<file path="src/hdl/rgb_to_printable_char_encoder_assert.svh">
// Assertion macros shared by the encoder modules.
`ifndef RGB_TO_PRINTABLE_CHAR_ENCODER_ASSERT_SVH
`define RGB_TO_PRINTABLE_CHAR_ENCODER_ASSERT_SVH

// Same-cycle implication, checked on clk and quiet during rst.
`define RTPC_ASSERT_NOW(lbl, ante, cons, msg) \
  lbl: assert property (@(posedge clk) disable iff (rst) (ante) |-> (cons)) \
    else $error(msg);

// Next-cycle implication, checked on clk and quiet during rst.
`define RTPC_ASSERT_NEXT(lbl, ante, cons, msg) \
  lbl: assert property (@(posedge clk) disable iff (rst) (ante) |=> (cons)) \
    else $error(msg);

`endif

</file>
<file path="src/hdl/rtpc_pkg.sv">
// Package: types, constants and helpers of the RGB to printable character encoder.
package rtpc_pkg;

  localparam logic [7:0] CHAR_OFFSET = 8'd33;
  localparam logic [7:0] QUOTE_CHAR = 8'h22;
  localparam logic [7:0] BACKSLASH_CHAR = 8'h5C;
  localparam logic [7:0] NEWLINE_CHAR = 8'h0A;
  localparam logic [7:0] TAB_CHAR = 8'h09;
  localparam logic [7:0] DEFAULT_PIXELS_PER_LINE = 8'd16;

  localparam int QUEUE_DEPTH = 4;
  localparam int PTR_W = $clog2(QUEUE_DEPTH);
  localparam int CNT_W = $clog2(QUEUE_DEPTH + 1);

  localparam logic [1:0] LAST_GROUP = 2'd3;
  localparam logic [1:0] LAST_BREAK = 2'd3;

  // One classified pixel: four characters, their escape flags, break flag.
  typedef struct packed {
    logic [3:0][7:0] chars;
    logic [3:0]      esc;
    logic            brk;
  } job_t;

  // Queue status seen by the front and back ends.
  typedef struct packed {
    logic valid;
    logic full;
  } queue_status_t;

  function automatic logic [7:0] break_char(input logic [1:0] idx);
    logic [7:0] ch;
    case (idx)
      2'd0:    ch = QUOTE_CHAR;
      2'd1:    ch = NEWLINE_CHAR;
      2'd2:    ch = TAB_CHAR;
      default: ch = QUOTE_CHAR;
    endcase
    return ch;
  endfunction

endpackage

</file>
<file path="src/hdl/rtpc_if.sv">
// Channel interfaces: pixel input, character output and configuration write.
interface rtpc_pixel_if;
  logic       valid;
  logic       ready;
  logic [7:0] red;
  logic [7:0] green;
  logic [7:0] blue;
  logic       image_start;
  modport source (output valid, red, green, blue, image_start, input ready);
  modport sink (input valid, red, green, blue, image_start, output ready);
endinterface

interface rtpc_char_if;
  logic       valid;
  logic       ready;
  logic [7:0] out_char;
  logic       last_of_pixel;
  modport source (output valid, out_char, last_of_pixel, input ready);
  modport sink (input valid, out_char, last_of_pixel, output ready);
endinterface

interface rtpc_cfg_if;
  logic       valid;
  logic       ready;
  logic [7:0] data;
  modport source (output valid, data, input ready);
  modport sink (input valid, data, output ready);
endinterface

</file>
<file path="src/hdl/rtpc_front.sv">
// Front end: accept pixels, split into characters, mark escapes and line breaks.
module rtpc_front import rtpc_pkg::*; (
  input  logic           clk,
  input  logic           rst,
  rtpc_pixel_if.sink     pixels,
  rtpc_cfg_if.sink       cfg,
  input  queue_status_t  q_status,
  output logic           push,
  output job_t           push_job
);

  logic [7:0]  pixels_per_line;
  logic [7:0]  line_pixel_count;
  logic [7:0]  count_base;
  logic [7:0]  count_inc;
  logic [23:0] pix;

  assign cfg.ready = 1'b1;
  assign pixels.ready = !q_status.full;
  assign push = pixels.valid && pixels.ready;

  assign pix = {pixels.red, pixels.green, pixels.blue};
  assign count_base = pixels.image_start ? 8'd0 : line_pixel_count;
  assign count_inc = count_base + 8'd1;

  always_comb begin
    for (int k = 0; k < 4; k++) begin
      push_job.chars[k] = {2'b00, pix[18 - 6 * k +: 6]} + CHAR_OFFSET;
      push_job.esc[k] = (push_job.chars[k] == QUOTE_CHAR) ||
                        (push_job.chars[k] == BACKSLASH_CHAR);
    end
    push_job.brk = (count_inc >= pixels_per_line);
  end

  always_ff @(posedge clk) begin
    if (rst) begin
      pixels_per_line <= DEFAULT_PIXELS_PER_LINE;
      line_pixel_count <= 8'd0;
    end else begin
      if (cfg.valid) begin
        pixels_per_line <= cfg.data;
      end
      if (push) begin
        line_pixel_count <= push_job.brk ? 8'd0 : count_inc;
      end
    end
  end

endmodule

</file>
<file path="src/hdl/rtpc_queue.sv">
// Short job queue between the front and back ends.
`include "rgb_to_printable_char_encoder_assert.svh"
module rtpc_queue import rtpc_pkg::*; (
  input  logic          clk,
  input  logic          rst,
  input  logic          push,
  input  job_t          push_job,
  input  logic          pop,
  output job_t          head_job,
  output queue_status_t q_status
);

  job_t             entries [QUEUE_DEPTH];
  logic [PTR_W-1:0] wr_ptr;
  logic [PTR_W-1:0] rd_ptr;
  logic [CNT_W-1:0] count;

  assign q_status.valid = (count != '0);
  assign q_status.full = (count == CNT_W'(QUEUE_DEPTH));
  assign head_job = entries[rd_ptr];

  always_ff @(posedge clk) begin
    if (push) begin
      entries[wr_ptr] <= push_job;
    end
  end

  always_ff @(posedge clk) begin
    if (rst) begin
      wr_ptr <= '0;
      rd_ptr <= '0;
      count <= '0;
    end else begin
      if (push) begin
        wr_ptr <= (wr_ptr == PTR_W'(QUEUE_DEPTH - 1)) ? '0 : wr_ptr + PTR_W'(1);
      end
      if (pop) begin
        rd_ptr <= (rd_ptr == PTR_W'(QUEUE_DEPTH - 1)) ? '0 : rd_ptr + PTR_W'(1);
      end
      case ({push, pop})
        2'b10:   count <= count + CNT_W'(1);
        2'b01:   count <= count - CNT_W'(1);
        default: count <= count;
      endcase
    end
  end

  `RTPC_ASSERT_NOW(a_no_push_full, q_status.full, !push, "push into a full queue")
  `RTPC_ASSERT_NOW(a_no_pop_empty, !q_status.valid, !pop, "pop from an empty queue")
  `RTPC_ASSERT_NEXT(a_count_up, push && !pop, count == $past(count) + CNT_W'(1), "queue count did not advance")

endmodule

</file>
<file path="src/hdl/rtpc_back.sv">
// Back end: sequence the bytes of each queued pixel into the output register.
`include "rgb_to_printable_char_encoder_assert.svh"
module rtpc_back import rtpc_pkg::*; (
  input  logic          clk,
  input  logic          rst,
  input  job_t          head_job,
  input  queue_status_t q_status,
  output logic          pop,
  rtpc_char_if.source   chars
);

  logic [1:0] grp;
  logic       esc_done;
  logic       in_break;
  logic [1:0] brk_idx;

  logic       load;
  logic [7:0] byte_next;
  logic       last_next;
  logic [7:0] cur_char;

  assign load = q_status.valid && (!chars.valid || chars.ready);
  assign cur_char = head_job.chars[grp];

  always_comb begin
    byte_next = cur_char;
    last_next = 1'b0;
    pop = 1'b0;
    if (in_break) begin
      byte_next = break_char(brk_idx);
      if (brk_idx == LAST_BREAK) begin
        last_next = 1'b1;
        pop = load;
      end
    end else if (head_job.esc[grp] && !esc_done) begin
      byte_next = BACKSLASH_CHAR;
    end else if (grp == LAST_GROUP && !head_job.brk) begin
      last_next = 1'b1;
      pop = load;
    end
  end

  always_ff @(posedge clk) begin
    if (rst) begin
      grp <= 2'd0;
      esc_done <= 1'b0;
      in_break <= 1'b0;
      brk_idx <= 2'd0;
      chars.valid <= 1'b0;
    end else begin
      if (load) begin
        chars.valid <= 1'b1;
        if (in_break) begin
          if (brk_idx == LAST_BREAK) begin
            in_break <= 1'b0;
            brk_idx <= 2'd0;
            grp <= 2'd0;
          end else begin
            brk_idx <= brk_idx + 2'd1;
          end
        end else if (head_job.esc[grp] && !esc_done) begin
          esc_done <= 1'b1;
        end else begin
          esc_done <= 1'b0;
          if (grp == LAST_GROUP) begin
            grp <= 2'd0;
            in_break <= head_job.brk;
          end else begin
            grp <= grp + 2'd1;
          end
        end
      end else if (chars.ready) begin
        chars.valid <= 1'b0;
      end
    end
  end

  always_ff @(posedge clk) begin
    if (load) begin
      chars.out_char <= byte_next;
      chars.last_of_pixel <= last_next;
    end
  end

  `RTPC_ASSERT_NOW(a_break_clean, in_break, grp == 2'd0 && !esc_done, "break phase with group state left over")
  `RTPC_ASSERT_NEXT(a_pop_marks_last, pop, chars.valid && chars.last_of_pixel, "pixel retired without a last byte")

endmodule

</file>
<file path="src/hdl/rgb_to_printable_char_encoder.sv">
// Top level of the RGB pixel to printable character encoder.
//
// Usage:
//   pixels : one RGB pixel per transaction (red, green, blue, image_start).
//   chars  : one ASCII byte per transaction; last_of_pixel marks the final
//            byte produced by a pixel.
//   cfg    : write of pixels_per_line (reset value 16); write it only while
//            no pixel is in flight. It is always ready.
// Each pixel yields its four characters (offset 6-bit groups, red MSB first),
// a backslash before any quote or backslash, and the quote/newline/tab/quote
// break after every pixels_per_line pixels; image_start restarts the count.
// A pixel is first written into the job queue, and its first byte is then
// loaded from the queue head into the output register.
// Throughput: one output byte per cycle while the queue holds a job and the
// receiver takes bytes; a pixel yields 4 to 12 bytes (4 plus escapes plus 4
// when it ends a line) from the back-end byte sequencer. The front end keeps taking pixels until
// the four-entry job queue fills, so input and output stall independently.
// Reset (rst, synchronous): empty the queue, clear the line count, restore
// pixels_per_line to 16. When the receiver stalls, hold the output byte and
// let the queue absorb pixels; pixels.ready drops only once it is full.
module rgb_to_printable_char_encoder import rtpc_pkg::*; (
  input  logic         clk,
  input  logic         rst,
  rtpc_pixel_if.sink   pixels,
  rtpc_char_if.source  chars,
  rtpc_cfg_if.sink     cfg
);

  // Front end pushes one classified job per accepted pixel.
  logic          push;
  job_t          push_job;
  // Back end retires a job as its final byte is loaded.
  logic          pop;
  job_t          head_job;
  queue_status_t q_status;

  rtpc_front u_front (
    .clk      (clk),
    .rst      (rst),
    .pixels   (pixels),
    .cfg      (cfg),
    .q_status (q_status),
    .push     (push),
    .push_job (push_job)
  );

  // Decouple pixel intake from byte output.
  rtpc_queue u_queue (
    .clk      (clk),
    .rst      (rst),
    .push     (push),
    .push_job (push_job),
    .pop      (pop),
    .head_job (head_job),
    .q_status (q_status)
  );

  rtpc_back u_back (
    .clk      (clk),
    .rst      (rst),
    .head_job (head_job),
    .q_status (q_status),
    .pop      (pop),
    .chars    (chars)
  );

endmodule
</file>
<file path="src/flat_wrapper.sv">
// flat-port wrapper written by rule: the top's interface ports become plain ports
module rgb_to_printable_char_encoder_flat import rtpc_pkg::*;
  (clk, rst, pixels_valid, pixels_red, pixels_green, pixels_blue, pixels_image_start, pixels_ready, chars_valid, chars_out_char, chars_last_of_pixel, chars_ready, cfg_valid, cfg_data, cfg_ready);
  rtpc_pixel_if pixels_i ();
  rtpc_char_if chars_i ();
  rtpc_cfg_if cfg_i ();
  input  logic clk;
  input  logic rst;
  input wire logic [$bits(pixels_i.valid)-1:0] pixels_valid;
  input wire logic [$bits(pixels_i.red)-1:0] pixels_red;
  input wire logic [$bits(pixels_i.green)-1:0] pixels_green;
  input wire logic [$bits(pixels_i.blue)-1:0] pixels_blue;
  input wire logic [$bits(pixels_i.image_start)-1:0] pixels_image_start;
  output wire logic [$bits(pixels_i.ready)-1:0] pixels_ready;
  output wire logic [$bits(chars_i.valid)-1:0] chars_valid;
  output wire logic [$bits(chars_i.out_char)-1:0] chars_out_char;
  output wire logic [$bits(chars_i.last_of_pixel)-1:0] chars_last_of_pixel;
  input wire logic [$bits(chars_i.ready)-1:0] chars_ready;
  input wire logic [$bits(cfg_i.valid)-1:0] cfg_valid;
  input wire logic [$bits(cfg_i.data)-1:0] cfg_data;
  output wire logic [$bits(cfg_i.ready)-1:0] cfg_ready;
  assign pixels_i.valid = pixels_valid;
  assign pixels_i.red = pixels_red;
  assign pixels_i.green = pixels_green;
  assign pixels_i.blue = pixels_blue;
  assign pixels_i.image_start = pixels_image_start;
  assign pixels_ready = pixels_i.ready;
  assign chars_valid = chars_i.valid;
  assign chars_out_char = chars_i.out_char;
  assign chars_last_of_pixel = chars_i.last_of_pixel;
  assign chars_i.ready = chars_ready;
  assign cfg_i.valid = cfg_valid;
  assign cfg_i.data = cfg_data;
  assign cfg_ready = cfg_i.ready;
  rgb_to_printable_char_encoder u_core (.clk(clk), .rst(rst), .pixels(pixels_i), .chars(chars_i), .cfg(cfg_i));
endmodule
</file>
<file path="config.mk">
export PLATFORM = sky130hd
export DESIGN_NAME = rgb_to_printable_char_encoder_flat
export DESIGN_NICKNAME = d
export VERILOG_FILES = /design/src/hdl/rtpc_pkg.sv /design/src/hdl/rtpc_if.sv /design/src/hdl/rtpc_front.sv /design/src/hdl/rtpc_queue.sv /design/src/hdl/rtpc_back.sv /design/src/hdl/rgb_to_printable_char_encoder.sv /design/src/flat_wrapper.sv
export VERILOG_INCLUDE_DIRS = /design/src /design/src/hdl
export SDC_FILE = /design/constraint.sdc
export NUM_CORES = 1
export LEC_CHECK = 0
export BUFFER_PORTS_ARGS = -buffer_cell sky130_fd_sc_hd__buf_2
export CORE_MARGIN = 1
export CORE_UTILIZATION = 45
export CTS_BUF_LIST = sky130_fd_sc_hd__clkbuf_16
export DETAILED_ROUTE_END_ITERATION = 8
export GPL_TIMING_DRIVEN = 0
export PLACE_DENSITY_LB_ADDON = 0.1
export SLEW_MARGIN = 20
export SYNTH_ARGS = -nofsm -noshare
export SYNTH_HDL_FRONTEND = slang
export SYNTH_HIERARCHICAL = 1
export SYNTH_SLANG_ARGS = --single-unit
</file>
<file path="constraint.sdc">
create_clock -name clk -period 8.3 [get_ports clk]
set_input_delay 0.415 -clock clk [delete_from_list [all_inputs] [get_ports clk]]
set_output_delay 0.415 -clock clk [all_outputs]
set_load 0.01 [all_outputs]
</file>
==> qor.txt <==
Worst setup path class -> flop to flop
Top cells by count, synth -> edfxtp_1 (157), inv_1 (40), mux4_2 (36), nor2_1 (33), dfxtp_1 (32)
Pin count of the biggest net entering global routing -> 23
Cell Area, Placed -> 9070 sq um
Crit path time final -> 3514 ps
Via Count -> 4591
Critical Path Source Type -> flop
Number of gates resized after CTS -> 0
Top cells by area, synth -> edfxtp_1 (56%), mux4_2 (9.6%), dfxtp_1 (7.6%)
DRC viols -> 5
Core area -> 18210 sq um
CTS tree -> yes
Area share of the largest cell type after synthesis -> 55.73%
Finished layout cell area -> 9672 sq um
Register area share after synthesis -> 63.30%
TritonCTS Sinks -> 189
Post-CTS setup buffer count -> 0
Clock root buffer -> clkbuf_16
Clock Skews -> 10.88 ps
Die H -> 139.1 um
Switching share of power -> 23.44%
Clock share of power -> 38.7%
Critical Path AT -> 3880 ps
Insertion delay to the later sink of the worst-skew pair -> 440 ps
Final-report max-slew violation count -> 0
Global route overflow -> 0
Routed WL -> 15.88 mm
Vias in the first global route -> 4791
Post-detail-place hpwl -> 11.06 mm
Worst Max-Slew Pin Slew -> 612.6 ps
Num ports -> 50
# rows -> 49
Hold Buf Count CTS -> 0
Worst hold path type -> input pin to flop
H-tree levels -> 4
Synth unique cells -> 60
Async SR Flop Fraction -> 0%
Post-Route Utilization -> 53.12%
Antenna diodes -> 0
Synth Instances -> 535
DR WL/cell -> 18.74 um
Finish-stage setup viols -> 0
Internal -> 1.625 mW
Hold WS -> 212.7 ps
Max_slew headroom -> 59.16%
Critical path required time -> 8660 ps
First-pass DRT Iterations -> 7
Part of the cycle the worst path needs -> 42.34%
Warnings, synthesis -> 6
Routed Antenna Nets -> 0
Maximum fanout along the worst path -> 10
RSZ-0062 raised after global routing -> false
Outcome -> finished with violations
Die X -> 139.1 um
Layout cells sized above 1 -> 24.43%
DRC marker count from the first detailed-route iteration -> 244
Die area -> 19350 sq um
TNS Setup -> 0 ps
Routability congestion estimate -> 0.7351
Via-to-Cell Ratio -> 5.420
First-pass GRT wire length -> 25.90 mm
Clock Path Buffers -> 2
Post-synth EDFFs -> 157
Layout area overhead -> 14.33%
Peak VDD IR -> 0.1445 mV
CTS buffer count -> 17
Logic pwr share -> 9.6%
Seq pwr share -> 51.7%
Pleak -> 3.521 nW
Yosys top cell by area -> edfxtp_1
Worst-path clk slew -> 70 ps
Count leader, synth -> edfxtp_1
Gr usage total -> 18.09%
Maximum clock rate -> 0.2845 GHz
Most used DFF post-synth -> edfxtp_1
Crit. End Element -> flop
Syn Std Cell Area -> 8459 sq um
Flops & latches, synth -> 189
Endpoints failing hold -> 0
Input/output buffers -> 44
Initial antenna violation count -> 0
Final #Nets -> 671
Syn Area/Cell -> 15.81 sq um
Switch Pwr -> 0.4974 mW
Failing checks -> design-rule violations
Starting Density -> 46.46%
Power Density -> 219.5 nW/um^2
Max Cap Viol -> 0
cell type report:
class | instances | area (sq um)
Fill cell | 1471 | 8537
Sequential cell | 189 | 5355
Multi-Input combinational cell | 284 | 2779
Clock buffer | 17 | 425.4
Timing Repair Buffer | 48 | 307.8
Tap cell | 229 | 286.5
Buffer | 24 | 187.7
Clock inverter | 15 | 176.4
Inverter | 41 | 153.9
metrics by stage:
| step | instances | setup slack (ps) | power (mW) |
|---|---|---|---|
| 2_1_floorplan | 538 | 5130 | 1.249 |
| 3_3_place_gp | 811 | 4859 | 1.314 |
| 3_5_place_dp | 815 | 4769 | 1.326 |
| 4_1_cts | 847 | 4750 | 2.144 |
| 5_1_grt | 847 | 4606 | 2.211 |
| 6_report | 847 | 4786 | 2.123 |
layout by cell type (no fill, tap or decap), types with 7 or more instances in the layout:
cell type  netlist  routed
o21ai_0          9       9
nand2b_1         8       8
xor2_1           9       9
buf_4            7       7
buf_2            5      49
nand2_1         15      15
mux4_2          36      36
mux4_1           9       9
clkbuf_16        0      17
dfxtp_1         32      32
and3_1           7       7
xnor2_1         12      12
a21oi_1          9       9
nor2_1          33      33
nand3_1         20      20
inv_1           40      40
ha_1            27      27
edfxtp_1       157     157
mux2i_1         16      16
state kept, by name, summed over array words and instances, names as in the netlist, named ones only:
signal	flops
u_core/u_back/brk_idx	2
u_core/u_back/chars.last_of_pixel	1
u_core/u_front/pixels_per_line	8
u_core/u_back/grp	2
u_core/u_back/chars.out_char	8
u_core/u_queue/entries	148
u_core/u_queue/wr_ptr	2
u_core/u_back/in_break	1
u_core/u_back/chars.valid	1
u_core/u_front/line_pixel_count	8
u_core/u_back/esc_done	1
u_core/u_queue/rd_ptr	2
u_core/u_queue/count	3
metal layers:
layer | track usage, % | routed length (um) | part of all wire, % | vias to the layer above
met4 | 5.439 | 187 | 1.2 | 0
met1 | 24.08 | 7294 | 46 | 2299
met2 | 29.64 | 7743 | 49 | 101
met3 | 4.178 | 650 | 4.1 | 15
li1 | - | - | - | 2176
met5 | 0 | 0 | 0 | -
worst max-delay path, cell delays in order, from the launching register on:
cell	delay (ps)
dfxtp_1	330
buf_6	200
mux4_1	610
mux2i_2	240
o22ai_2	130
or3b_4	430
o22ai_2	230
ha_1	230
inv_1	60
fa_1	380
xor2_1	160
or3_1	300
a21oi_1	150
cell families (layout without fill, tap and decap cells):
kind of cell	count (synthesis)	after routing	synth area share (%)
AOI/OAI and AO/OA	50	50	4.378
xor gates and xnor gates	21	21	2.174
adders and majority gates	28	28	4.230
buffers and inverters	65	145	4.038
DFF	189	189	63.30
muxes	62	62	14.44
other	2	5	0.08878
and+or+nand+nor	118	118	7.351
final timing paths:
path	start	to	slack (ps)	cells after the start
max	flop	u_core/u_queue/count[2]$_SDFFE_PP0P_	4790	12
max reg2reg	flop	u_core/u_queue/count[2]$_SDFFE_PP0P_	4790	12
min	cfg_data[4]	u_core/u_front/pixels_per_line[4]$_SDFFE_PP1P_	210	3
min reg2reg	u_core/u_front/line_pixel_count[7]$_SDFFE_PP0P_	u_core/u_front/line_pixel_count[7]$_SDFFE_PP0P_	480	2
power groups by stage:
stage	Combinational [mW]	Sequential (mW)	Clock, mW
4_1_cts	0.207	1.10	0.839
5_1_grt	0.226	1.10	0.883
3_3_place_gp	0.195	1.12	0
3_5_place_dp	0.206	1.12	0
6_report	0.203	1.10	0.821
2_1_floorplan	0.129	1.12	0
Power figures use the tool's default switching activity.
